**src/hw/rtl/uvlt_pkg.sv**
```systemverilog
`timescale 1ns / 1ps
`default_nettype none
// ----------------------------------------------------------------------------
// Unique value list table package
// Shared sizes, command and status codes, and transaction types.
// ----------------------------------------------------------------------------
package uvlt_pkg;

  localparam int CAPACITY = 16;
  localparam int DATA_W   = 32;
  localparam int CMD_W    = 2;
  localparam int STATUS_W = 3;
  localparam int IDX_W    = (CAPACITY > 1) ? $clog2(CAPACITY) : 1;
  localparam int CNT_W    = $clog2(CAPACITY + 1);

  // Command codes on the cmd port
  localparam logic [CMD_W-1:0] CMD_ADD  = 2'd0;
  localparam logic [CMD_W-1:0] CMD_DEL  = 2'd1;
  localparam logic [CMD_W-1:0] CMD_LIST = 2'd2;

  typedef enum logic [1:0] {
    OP_ADD,
    OP_DEL,
    OP_LIST
  } op_t;

  typedef enum logic [STATUS_W-1:0] {
    ST_ADDED     = 3'd0,
    ST_DUPLICATE = 3'd1,
    ST_DELETED   = 3'd2,
    ST_NOTFOUND  = 3'd3,
    ST_ENTRY     = 3'd4,
    ST_EMPTY     = 3'd5,
    ST_FULL      = 3'd6
  } status_t;

  typedef enum logic [1:0] {
    E_IDLE,
    E_SEARCH,
    E_SHIFT,
    E_LIST
  } eng_state_t;

  typedef struct packed {
    op_t               op;
    logic [DATA_W-1:0] value;
  } cmd_t;

  typedef struct packed {
    status_t           status;
    logic [DATA_W-1:0] item;
    logic              last;
  } result_t;

endpackage
`default_nettype wire

```
**src/hw/rtl/uvlt_front.sv**
```systemverilog
`timescale 1ns / 1ps
`default_nettype none
// ----------------------------------------------------------------------------
// Command front end
// Accepts transactions, decodes the command, drops the unused code and
// queues the rest for the engine in a two-entry queue.
// ----------------------------------------------------------------------------
module uvlt_front (
  input  wire logic                         clk,
  input  wire logic                         rst,
  input  wire logic                         push,
  output logic                              full,
  input  wire logic [uvlt_pkg::CMD_W-1:0]   cmd,
  input  wire logic signed [uvlt_pkg::DATA_W-1:0] value,
  output logic                              cq_valid,
  output uvlt_pkg::cmd_t                    cq_data,
  input  wire logic                         cq_pop
);
  import uvlt_pkg::*;

  cmd_t       q [2];
  logic       wr_ptr;
  logic       rd_ptr;
  logic [1:0] cnt;
  logic       accept;
  logic       keep;
  cmd_t       dec;

  assign full     = (cnt == 2'd2);
  assign accept   = push && !full;
  assign cq_valid = (cnt != 2'd0);
  assign cq_data  = q[rd_ptr];

  always_comb begin
    dec.value = value;
    dec.op    = OP_ADD;
    keep      = 1'b1;
    case (cmd)
      CMD_ADD:  dec.op = OP_ADD;
      CMD_DEL:  dec.op = OP_DEL;
      CMD_LIST: dec.op = OP_LIST;
      default:  keep   = 1'b0;  // drop the unused code
    endcase
  end

  always_ff @(posedge clk) begin
    if (accept && keep) begin
      q[wr_ptr] <= dec;
    end
  end

  always_ff @(posedge clk) begin
    if (rst) begin
      wr_ptr <= 1'b0;
      rd_ptr <= 1'b0;
      cnt    <= 2'd0;
    end else begin
      if (accept && keep) begin
        wr_ptr <= ~wr_ptr;
      end
      if (cq_pop && cq_valid) begin
        rd_ptr <= ~rd_ptr;
      end
      cnt <= cnt + 2'(accept && keep) - 2'(cq_pop && cq_valid);
    end
  end

endmodule
`default_nettype wire

```
**src/hw/rtl/uvlt_engine.sv**
```systemverilog
`timescale 1ns / 1ps
`default_nettype none
// ----------------------------------------------------------------------------
// List engine
// Holds the entry memory, walks it one entry a cycle for search, compaction
// and listing (listing only while the output queue has room), and queues results in a two-entry output queue.
// ----------------------------------------------------------------------------
module uvlt_engine (
  input  wire logic                          clk,
  input  wire logic                          rst,
  input  wire logic                          cq_valid,
  input  wire uvlt_pkg::cmd_t                cq_data,
  output logic                               cq_pop,
  output logic                               empty,
  input  wire logic                          pop,
  output logic [uvlt_pkg::STATUS_W-1:0]      status,
  output logic signed [uvlt_pkg::DATA_W-1:0] item,
  output logic                               last
);
  import uvlt_pkg::*;

  // Entry memory: one write port, one registered read port
  logic [DATA_W-1:0] mem [CAPACITY];
  logic [DATA_W-1:0] rd_data;
  logic [IDX_W-1:0]  rd_addr;
  logic              we;
  logic [IDX_W-1:0]  waddr;
  logic [DATA_W-1:0] wdata;

  eng_state_t        state, state_next;
  logic [CNT_W-1:0]  idx, idx_next;
  logic [CNT_W-1:0]  count, count_next;
  logic [CNT_W-1:0]  idx_inc;
  op_t               op;
  logic [DATA_W-1:0] val;
  logic              load;

  // Result queue
  result_t    rq [2];
  logic       rq_wr, rq_rd;
  logic [1:0] rq_cnt;
  logic       rq_full;
  logic       res_push;
  result_t    res;
  logic       res_pop;

  assign idx_inc = idx + CNT_W'(1);
  assign rd_addr = idx_next[IDX_W-1:0];

  always_ff @(posedge clk) begin
    if (we) begin
      mem[waddr] <= wdata;
    end
    rd_data <= mem[rd_addr];
  end

  always_ff @(posedge clk) begin
    if (load) begin
      op  <= cq_data.op;
      val <= cq_data.value;
    end
  end

  always_ff @(posedge clk) begin
    if (rst) begin
      state <= E_IDLE;
      idx   <= '0;
      count <= '0;
    end else begin
      state <= state_next;
      idx   <= idx_next;
      count <= count_next;
    end
  end

  always_comb begin
    state_next = state;
    idx_next   = idx;
    count_next = count;
    load       = 1'b0;
    cq_pop     = 1'b0;
    we         = 1'b0;
    waddr      = idx[IDX_W-1:0];
    wdata      = val;
    res_push   = 1'b0;
    res.status = ST_ADDED;
    res.item   = val;
    res.last   = 1'b1;
    case (state)
      E_IDLE: begin
        idx_next = '0;
        if (cq_valid) begin
          if (cq_data.op == OP_LIST && count == '0) begin
            // empty list: one result, item zero
            res.status = ST_EMPTY;
            res.item   = '0;
            if (!rq_full) begin
              res_push = 1'b1;
              cq_pop   = 1'b1;
            end
          end else begin
            cq_pop     = 1'b1;
            load       = 1'b1;
            state_next = (cq_data.op == OP_LIST) ? E_LIST : E_SEARCH;
          end
        end
      end
      E_SEARCH: begin
        // rd_data holds entry idx while idx < count
        if (idx == count) begin
          if (op == OP_DEL) begin
            res.status = ST_NOTFOUND;
          end else if (count == CNT_W'(CAPACITY)) begin
            res.status = ST_FULL;
          end else begin
            res.status = ST_ADDED;
          end
          if (!rq_full) begin
            res_push   = 1'b1;
            state_next = E_IDLE;
            if (op == OP_ADD && count != CNT_W'(CAPACITY)) begin
              we         = 1'b1;
              waddr      = count[IDX_W-1:0];
              count_next = count + CNT_W'(1);
            end
          end
        end else if (rd_data == val) begin
          if (op == OP_ADD) begin
            res.status = ST_DUPLICATE;
            if (!rq_full) begin
              res_push   = 1'b1;
              state_next = E_IDLE;
            end
          end else begin
            idx_next   = idx_inc;
            state_next = E_SHIFT;
          end
        end else begin
          idx_next = idx_inc;
        end
      end
      E_SHIFT: begin
        // move entry idx down one place until the tail is reached
        if (idx == count) begin
          res.status = ST_DELETED;
          if (!rq_full) begin
            res_push   = 1'b1;
            count_next = count - CNT_W'(1);
            state_next = E_IDLE;
          end
        end else begin
          we       = 1'b1;
          waddr    = IDX_W'(idx - CNT_W'(1));
          wdata    = rd_data;
          idx_next = idx_inc;
        end
      end
      E_LIST: begin
        res.status = ST_ENTRY;
        res.item   = rd_data;
        res.last   = (idx_inc == count);
        if (!rq_full) begin
          res_push = 1'b1;
          if (idx_inc == count) begin
            state_next = E_IDLE;
          end else begin
            idx_next = idx_inc;
          end
        end
      end
      default: begin
        state_next = E_IDLE;
      end
    endcase
  end

  // Output queue
  assign rq_full = (rq_cnt == 2'd2);
  assign empty   = (rq_cnt == 2'd0);
  assign res_pop = pop && !empty;
  assign status  = rq[rq_rd].status;
  assign item    = rq[rq_rd].item;
  assign last    = rq[rq_rd].last;

  always_ff @(posedge clk) begin
    if (res_push) begin
      rq[rq_wr] <= res;
    end
  end

  always_ff @(posedge clk) begin
    if (rst) begin
      rq_wr  <= 1'b0;
      rq_rd  <= 1'b0;
      rq_cnt <= 2'd0;
    end else begin
      if (res_push) begin
        rq_wr <= ~rq_wr;
      end
      if (res_pop) begin
        rq_rd <= ~rq_rd;
      end
      rq_cnt <= rq_cnt + 2'(res_push) - 2'(res_pop);
    end
  end

endmodule
`default_nettype wire

```
**src/hw/rtl/unique_value_list_table_unit.sv**
```systemverilog
`timescale 1ns / 1ps
`default_nettype none
// ----------------------------------------------------------------------------
// Unique value list table
// Ordered list of distinct 32-bit values with add, delete and list commands.
// ----------------------------------------------------------------------------
// Both sides are queues: push a command while full is low, pop results while
// empty is low. A two-entry command queue lets new transactions in while the
// engine works. Add and delete take the command, search the stored entries in
// order and then issue the result. An add that hits a duplicate stops at the
// match; a delete walks to the match and then closes the gap one entry per
// cycle behind it. A list command gives one result per cycle while the result
// queue has room. The single read port of the entry memory makes the engine
// walk the entries one at a time. A stalled result side holds the engine.
// ----------------------------------------------------------------------------
module unique_value_list_table_unit (
  input  wire logic                          clk,
  input  wire logic                          rst,
  input  wire logic                          push,
  output logic                               full,
  input  wire logic [uvlt_pkg::CMD_W-1:0]    cmd,
  input  wire logic signed [uvlt_pkg::DATA_W-1:0] value,
  output logic                               empty,
  input  wire logic                          pop,
  output logic [uvlt_pkg::STATUS_W-1:0]      status,
  output logic signed [uvlt_pkg::DATA_W-1:0] item,
  output logic                               last
);
  import uvlt_pkg::*;

  logic cq_valid;
  cmd_t cq_data;
  logic cq_pop;

  uvlt_front u_front (
    .clk      (clk),
    .rst      (rst),
    .push     (push),
    .full     (full),
    .cmd      (cmd),
    .value    (value),
    .cq_valid (cq_valid),
    .cq_data  (cq_data),
    .cq_pop   (cq_pop)
  );

  uvlt_engine u_engine (
    .clk      (clk),
    .rst      (rst),
    .cq_valid (cq_valid),
    .cq_data  (cq_data),
    .cq_pop   (cq_pop),
    .empty    (empty),
    .pop      (pop),
    .status   (status),
    .item     (item),
    .last     (last)
  );

endmodule
`default_nettype wire

```
**config.mk**
```make
export PLATFORM = sky130hd
export DESIGN_NAME = unique_value_list_table_unit
export DESIGN_NICKNAME = d
export VERILOG_FILES = /design/src/hw/rtl/uvlt_pkg.sv /design/src/hw/rtl/uvlt_front.sv /design/src/hw/rtl/uvlt_engine.sv /design/src/hw/rtl/unique_value_list_table_unit.sv
export SDC_FILE = /design/constraint.sdc
export NUM_CORES = 1
export LEC_CHECK = 0
export ABC_AREA = 1
export BUFFER_PORTS_ARGS = -buffer_cell sky130_fd_sc_hd__buf_2
export CAP_MARGIN = 15
export CORE_ASPECT_RATIO = 1.75
export CORE_MARGIN = 5
export CORE_UTILIZATION = 47
export CTS_CLUSTER_SIZE = 25
export DETAILED_ROUTE_END_ITERATION = 10
export GPL_TIMING_DRIVEN = 0
export PLACE_DENSITY = 0.62
export REMOVE_ABC_BUFFERS = 1
export SYNTH_ARGS = -nofsm -noshare
export SYNTH_HDL_FRONTEND = slang
export SYNTH_SLANG_ARGS = --single-unit
```
**constraint.sdc**
```tcl
create_clock -name clk -period 4.49 [get_ports clk]
set_clock_uncertainty 0.1 [all_clocks]
set_input_delay 0.449 -clock clk [delete_from_list [all_inputs] [get_ports clk]]
set_output_delay 0.449 -clock clk [all_outputs]
set_load 0.01 [all_outputs]
```
==> results.json <==
{
  "status": "completed",
  "synthTopCellsByArea": "sky130_fd_sc_hd__edfxtp_1 64%, sky130_fd_sc_hd__nand3_1 9.3%, sky130_fd_sc_hd__nand2_1 5.9%, sky130_fd_sc_hd__inv_1 5.1%, sky130_fd_sc_hd__nand3b_1 3.7%",
  "rsz0062_at_grt": "false",
  "max_cap_viol_count": 0,
  "power_density_nw_per_um2": 720,
  "floorplan.core_area_um2": 68200,
  "via_count_of_the_first_global_routing_pass": 22486,
  "dieWidth_um": 208,
  "yosysWarnings": 0,
  "port_buffers": 75,
  "synth_flop_cell": "sky130_fd_sc_hd__edfxtp_1",
  "avg_synthesized_cell_area_um2": 11.0,
  "dr_total_vias": 22765,
  "final_period_minus_worst_setup_slack_ns": 4.34,
  "cts_root_buffer": "sky130_fd_sc_hd__clkbuf_16",
  "area_growth_pct": 16.5,
  "dieArea_um2": 74000,
  "clock_path_buffers": 3,
  "finalNetCount": 3084,
  "post_synth_num_cell_types": 41,
  "finalWirelength_um": 93900,
  "hold_slack_ns": 0.0246,
  "synth_commonest_cells": "686 x sky130_fd_sc_hd__edfxtp_1, 596 x sky130_fd_sc_hd__nand3_1, 507 x sky130_fd_sc_hd__nand2_1",
  "clkSlewWorstSetupHoldPaths_ns": 0.08,
  "nFillCells": 5586,
  "grt_start_max_net_pins": 149,
  "delay_of_the_slowest_cell_on_the_worst_path_ns": 0.43,
  "cts_buffers": 69,
  "max-slew-margin-rel": 0.261,
  "hold_path_class": "in -> reg",
  "drc": 0,
  "syn-instance-count": 2926,
  "timing.critical_path.arrival_ns": 4.73,
  "drt-pass1-iter-count": 6,
  "gp_routability_congestion": 0.846,
  "period_share": 0.966,
  "antenna_violations_before_repair": 1,
  "timing_hold_violations_final": 0,
  "synth_area_leader_cell": "sky130_fd_sc_hd__edfxtp_1",
  "path_cells": "inv_2, ha_1, inv_1, nand2_1, nand2_1, nor2_1, nand2_1, nor2_1, nand2_1, nand4_1, nand2_1, nor2_1, nand3_4, nand2_8, buf_12, buf_12, buf_16, inv_12, buf_16, nand3_1, nand3_1, nand3_1, nand2_1",
  "asyncSetResetFlopFracSynth": 0,
  "postSynthRegisterBits": 740,
  "finish.cell_count_without_fillers": 3991,
  "synth.top_cell.area_share": 0.640,
  "fmax_ghz": 0.230,
  "vdd.ir_drop.worst_mv": 0.859,
  "clk_latency_ns": 0.63,
  "timing_worst_setup_path_type": "reg -> reg",
  "worstPathMaxFanout": 69,
  "synth.cell_area_um2": 32200,
  "share_of_cells_above_drive_strength_1": 0.119,
  "worst_ep_required_time_ns": 4.88,
  "antenna_violating_nets_post_route": 0,
  "die_height_um": 356,
  "timing_max_transition_violations_final": 0,
  "leakage_uw": 0.0148,
  "synth_sequential_area_ratio": 0.673,
  "ioPinCount": 76,
  "dp_cells": 3818,
  "synth_most_common_cell": "sky130_fd_sc_hd__edfxtp_1",
  "max_slew.worst_pin.slew_ns": 1.10,
  "first_pass_grt_wire_length_um": 136000,
  "worstSetupEndpointType": "flip-flop",
  "htreeDepth": 3,
  "critical_path_cell_with_the_highest_stage_delay": "sky130_fd_sc_hd__dfxtp_2",
  "timing.final.setup_violations": 0,
  "crit_path_frequent_cell": "sky130_fd_sc_hd__nand2_1",
  "cts_tree": "yes",
  "floorplan.initialDensity": 0.472,
  "number_of_enable_type_register_cells_in_the_synthesized_netlist": 686,
  "drt-vias-per-instance": 5.70,
  "dp_hpwl_um": 53100,
  "row_count": 127,
  "cts.sink_count": 740,
  "crit_path_start_kind": "flip-flop",
  "drt_iter0_drc": 2340,
  "globalRouteOverflowTotal": 0,
  "antenna_cells": 0,
  "wire_per_inst_um": 23.5,
  "grtUsageTotal": 0.243
}
## area by class of cell
type	count	area, um^2	area share
Clock buffer	87	1900	0.0506
Clock inverter	40	454	0.0121
Inverter	450	1730	0.0461
Multi-Input combinational cell	1578	8420	0.225
Sequential cell	740	21700	0.578
Tap cell	903	1130	0.0301
Timing Repair Buffer	193	2180	0.0581
## sequential cells by signal, summed over array words and instances, names as in the netlist, named ones only
signal and flops:
u_front.rd_ptr 1, u_front.cnt 2, u_engine.val 32, u_engine.count 5
u_engine.rq_rd 1, u_engine.state 2, u_engine.rq_cnt 2, u_engine.mem 512
u_engine.rq_wr 1, u_engine.rd_data 32, u_front.wr_ptr 1, u_engine.rq 72
u_engine.idx 5, u_engine.op 2, u_front.q 68
## per-layer routing
layer,vias up,part of all wire,wire length (um),GRT usage
met5,-,0,0,0
met4,0,0.044,4110,0.110
met3,249,0.079,7370,0.0390
met2,1161,0.50,47000,0.423
met1,11176,0.38,35300,0.298
li1,10179,-,-,-
## final timing paths
check,startpoint,end,slack [ns],cells past startpoint
worst max-delay path,u_engine.idx[0],u_engine.rd_data[16],0.15,23
worst max register to register,u_engine.idx[0],u_engine.rd_data[16],0.15,23
worst min-delay path,cmd[0],u_front.q[0][33],0.02,2
worst min register to register,u_engine.rq_rd,flip-flop,0.35,1
## through the flow
stage / area [um^2] / setup WS (ns) / utilization / total power (uW) / TNS [ns]
global route: 37500 / 0.000349 / 0.550 / 28200 / 0
finish: 37500 / 0.151 / 0.550 / 27000 / 0
CTS: 37400 / 0.0619 / 0.549 / 26700 / 0
global placement: 32900 / -16.68 / 0.483 / 17600 / -2791.36
floorplan: 31400 / -6.02 / - / 15800 / -324.18
detailed placement: 34500 / -1.38 / 0.507 / 20200 / -38.76
## cell families (layout without fill, tap and decap cells)
logic type,Yosys count,in the layout,share of synthesized area
flip-flops,740,740,0.673
adder cells (fa/ha/maj),14,14,0.00567
AO/OA/AOI/OAI,151,151,0.0249
multiplexers,36,36,0.0126
buffers and inverters,614,770,0.0759
AND/OR/NAND/NOR,1344,1350,0.200
XOR/XNOR,27,27,0.00735
## worst max-delay path, delay by kind of cell (launching register included)
kind	cells	cell delay, ns
DFF	1	0.43
adders and majority gates	1	0.41
buffers and inverters	7	1.44
and+or+nand+nor	15	1.74
## cell usage in the layout, fill, tap and decap left out, types with 7 or more instances in the layout
cell type	n
sky130_fd_sc_hd__a21oi_1	24
sky130_fd_sc_hd__buf_12	22
sky130_fd_sc_hd__buf_16	27
sky130_fd_sc_hd__buf_2	91
sky130_fd_sc_hd__buf_4	17
sky130_fd_sc_hd__bufinv_16	8
sky130_fd_sc_hd__clkbuf_1	11
sky130_fd_sc_hd__clkbuf_16	74
sky130_fd_sc_hd__clkinv_2	9
sky130_fd_sc_hd__clkinvlp_4	11
sky130_fd_sc_hd__dfxtp_1	50
sky130_fd_sc_hd__dlygate4sd3_1	33
sky130_fd_sc_hd__edfxtp_1	686
sky130_fd_sc_hd__ha_1	13
sky130_fd_sc_hd__inv_1	439
sky130_fd_sc_hd__mux2_2	36
sky130_fd_sc_hd__nand2_1	503
sky130_fd_sc_hd__nand2_4	7
sky130_fd_sc_hd__nand3_1	595
sky130_fd_sc_hd__nand3b_1	160
sky130_fd_sc_hd__nor2_1	41
sky130_fd_sc_hd__nor2_4	22
sky130_fd_sc_hd__o21ai_0	97
sky130_fd_sc_hd__o21ai_1	7
sky130_fd_sc_hd__o22ai_1	10
sky130_fd_sc_hd__xnor2_1	21
## what timing repair did
item,CTS,global route
buffers inserted,1,2
pin swaps,3,1
hold buffers,33,0
hold endpoints to repair,65,0
gates cloned,6,3
setup endpoints to repair,33,32
gates resized for setup,15,7
## power by group
group | switching [uW] | internal, uW | leakage (uW)
combinational | 7970 | 3050 | 0.00703
clock | 2600 | 3490 | 0.00112
sequential | 405 | 9480 | 0.00667
total | 11000 | 16000 | 0.0148
No activity file was read; power rests on OpenSTA's default activity.
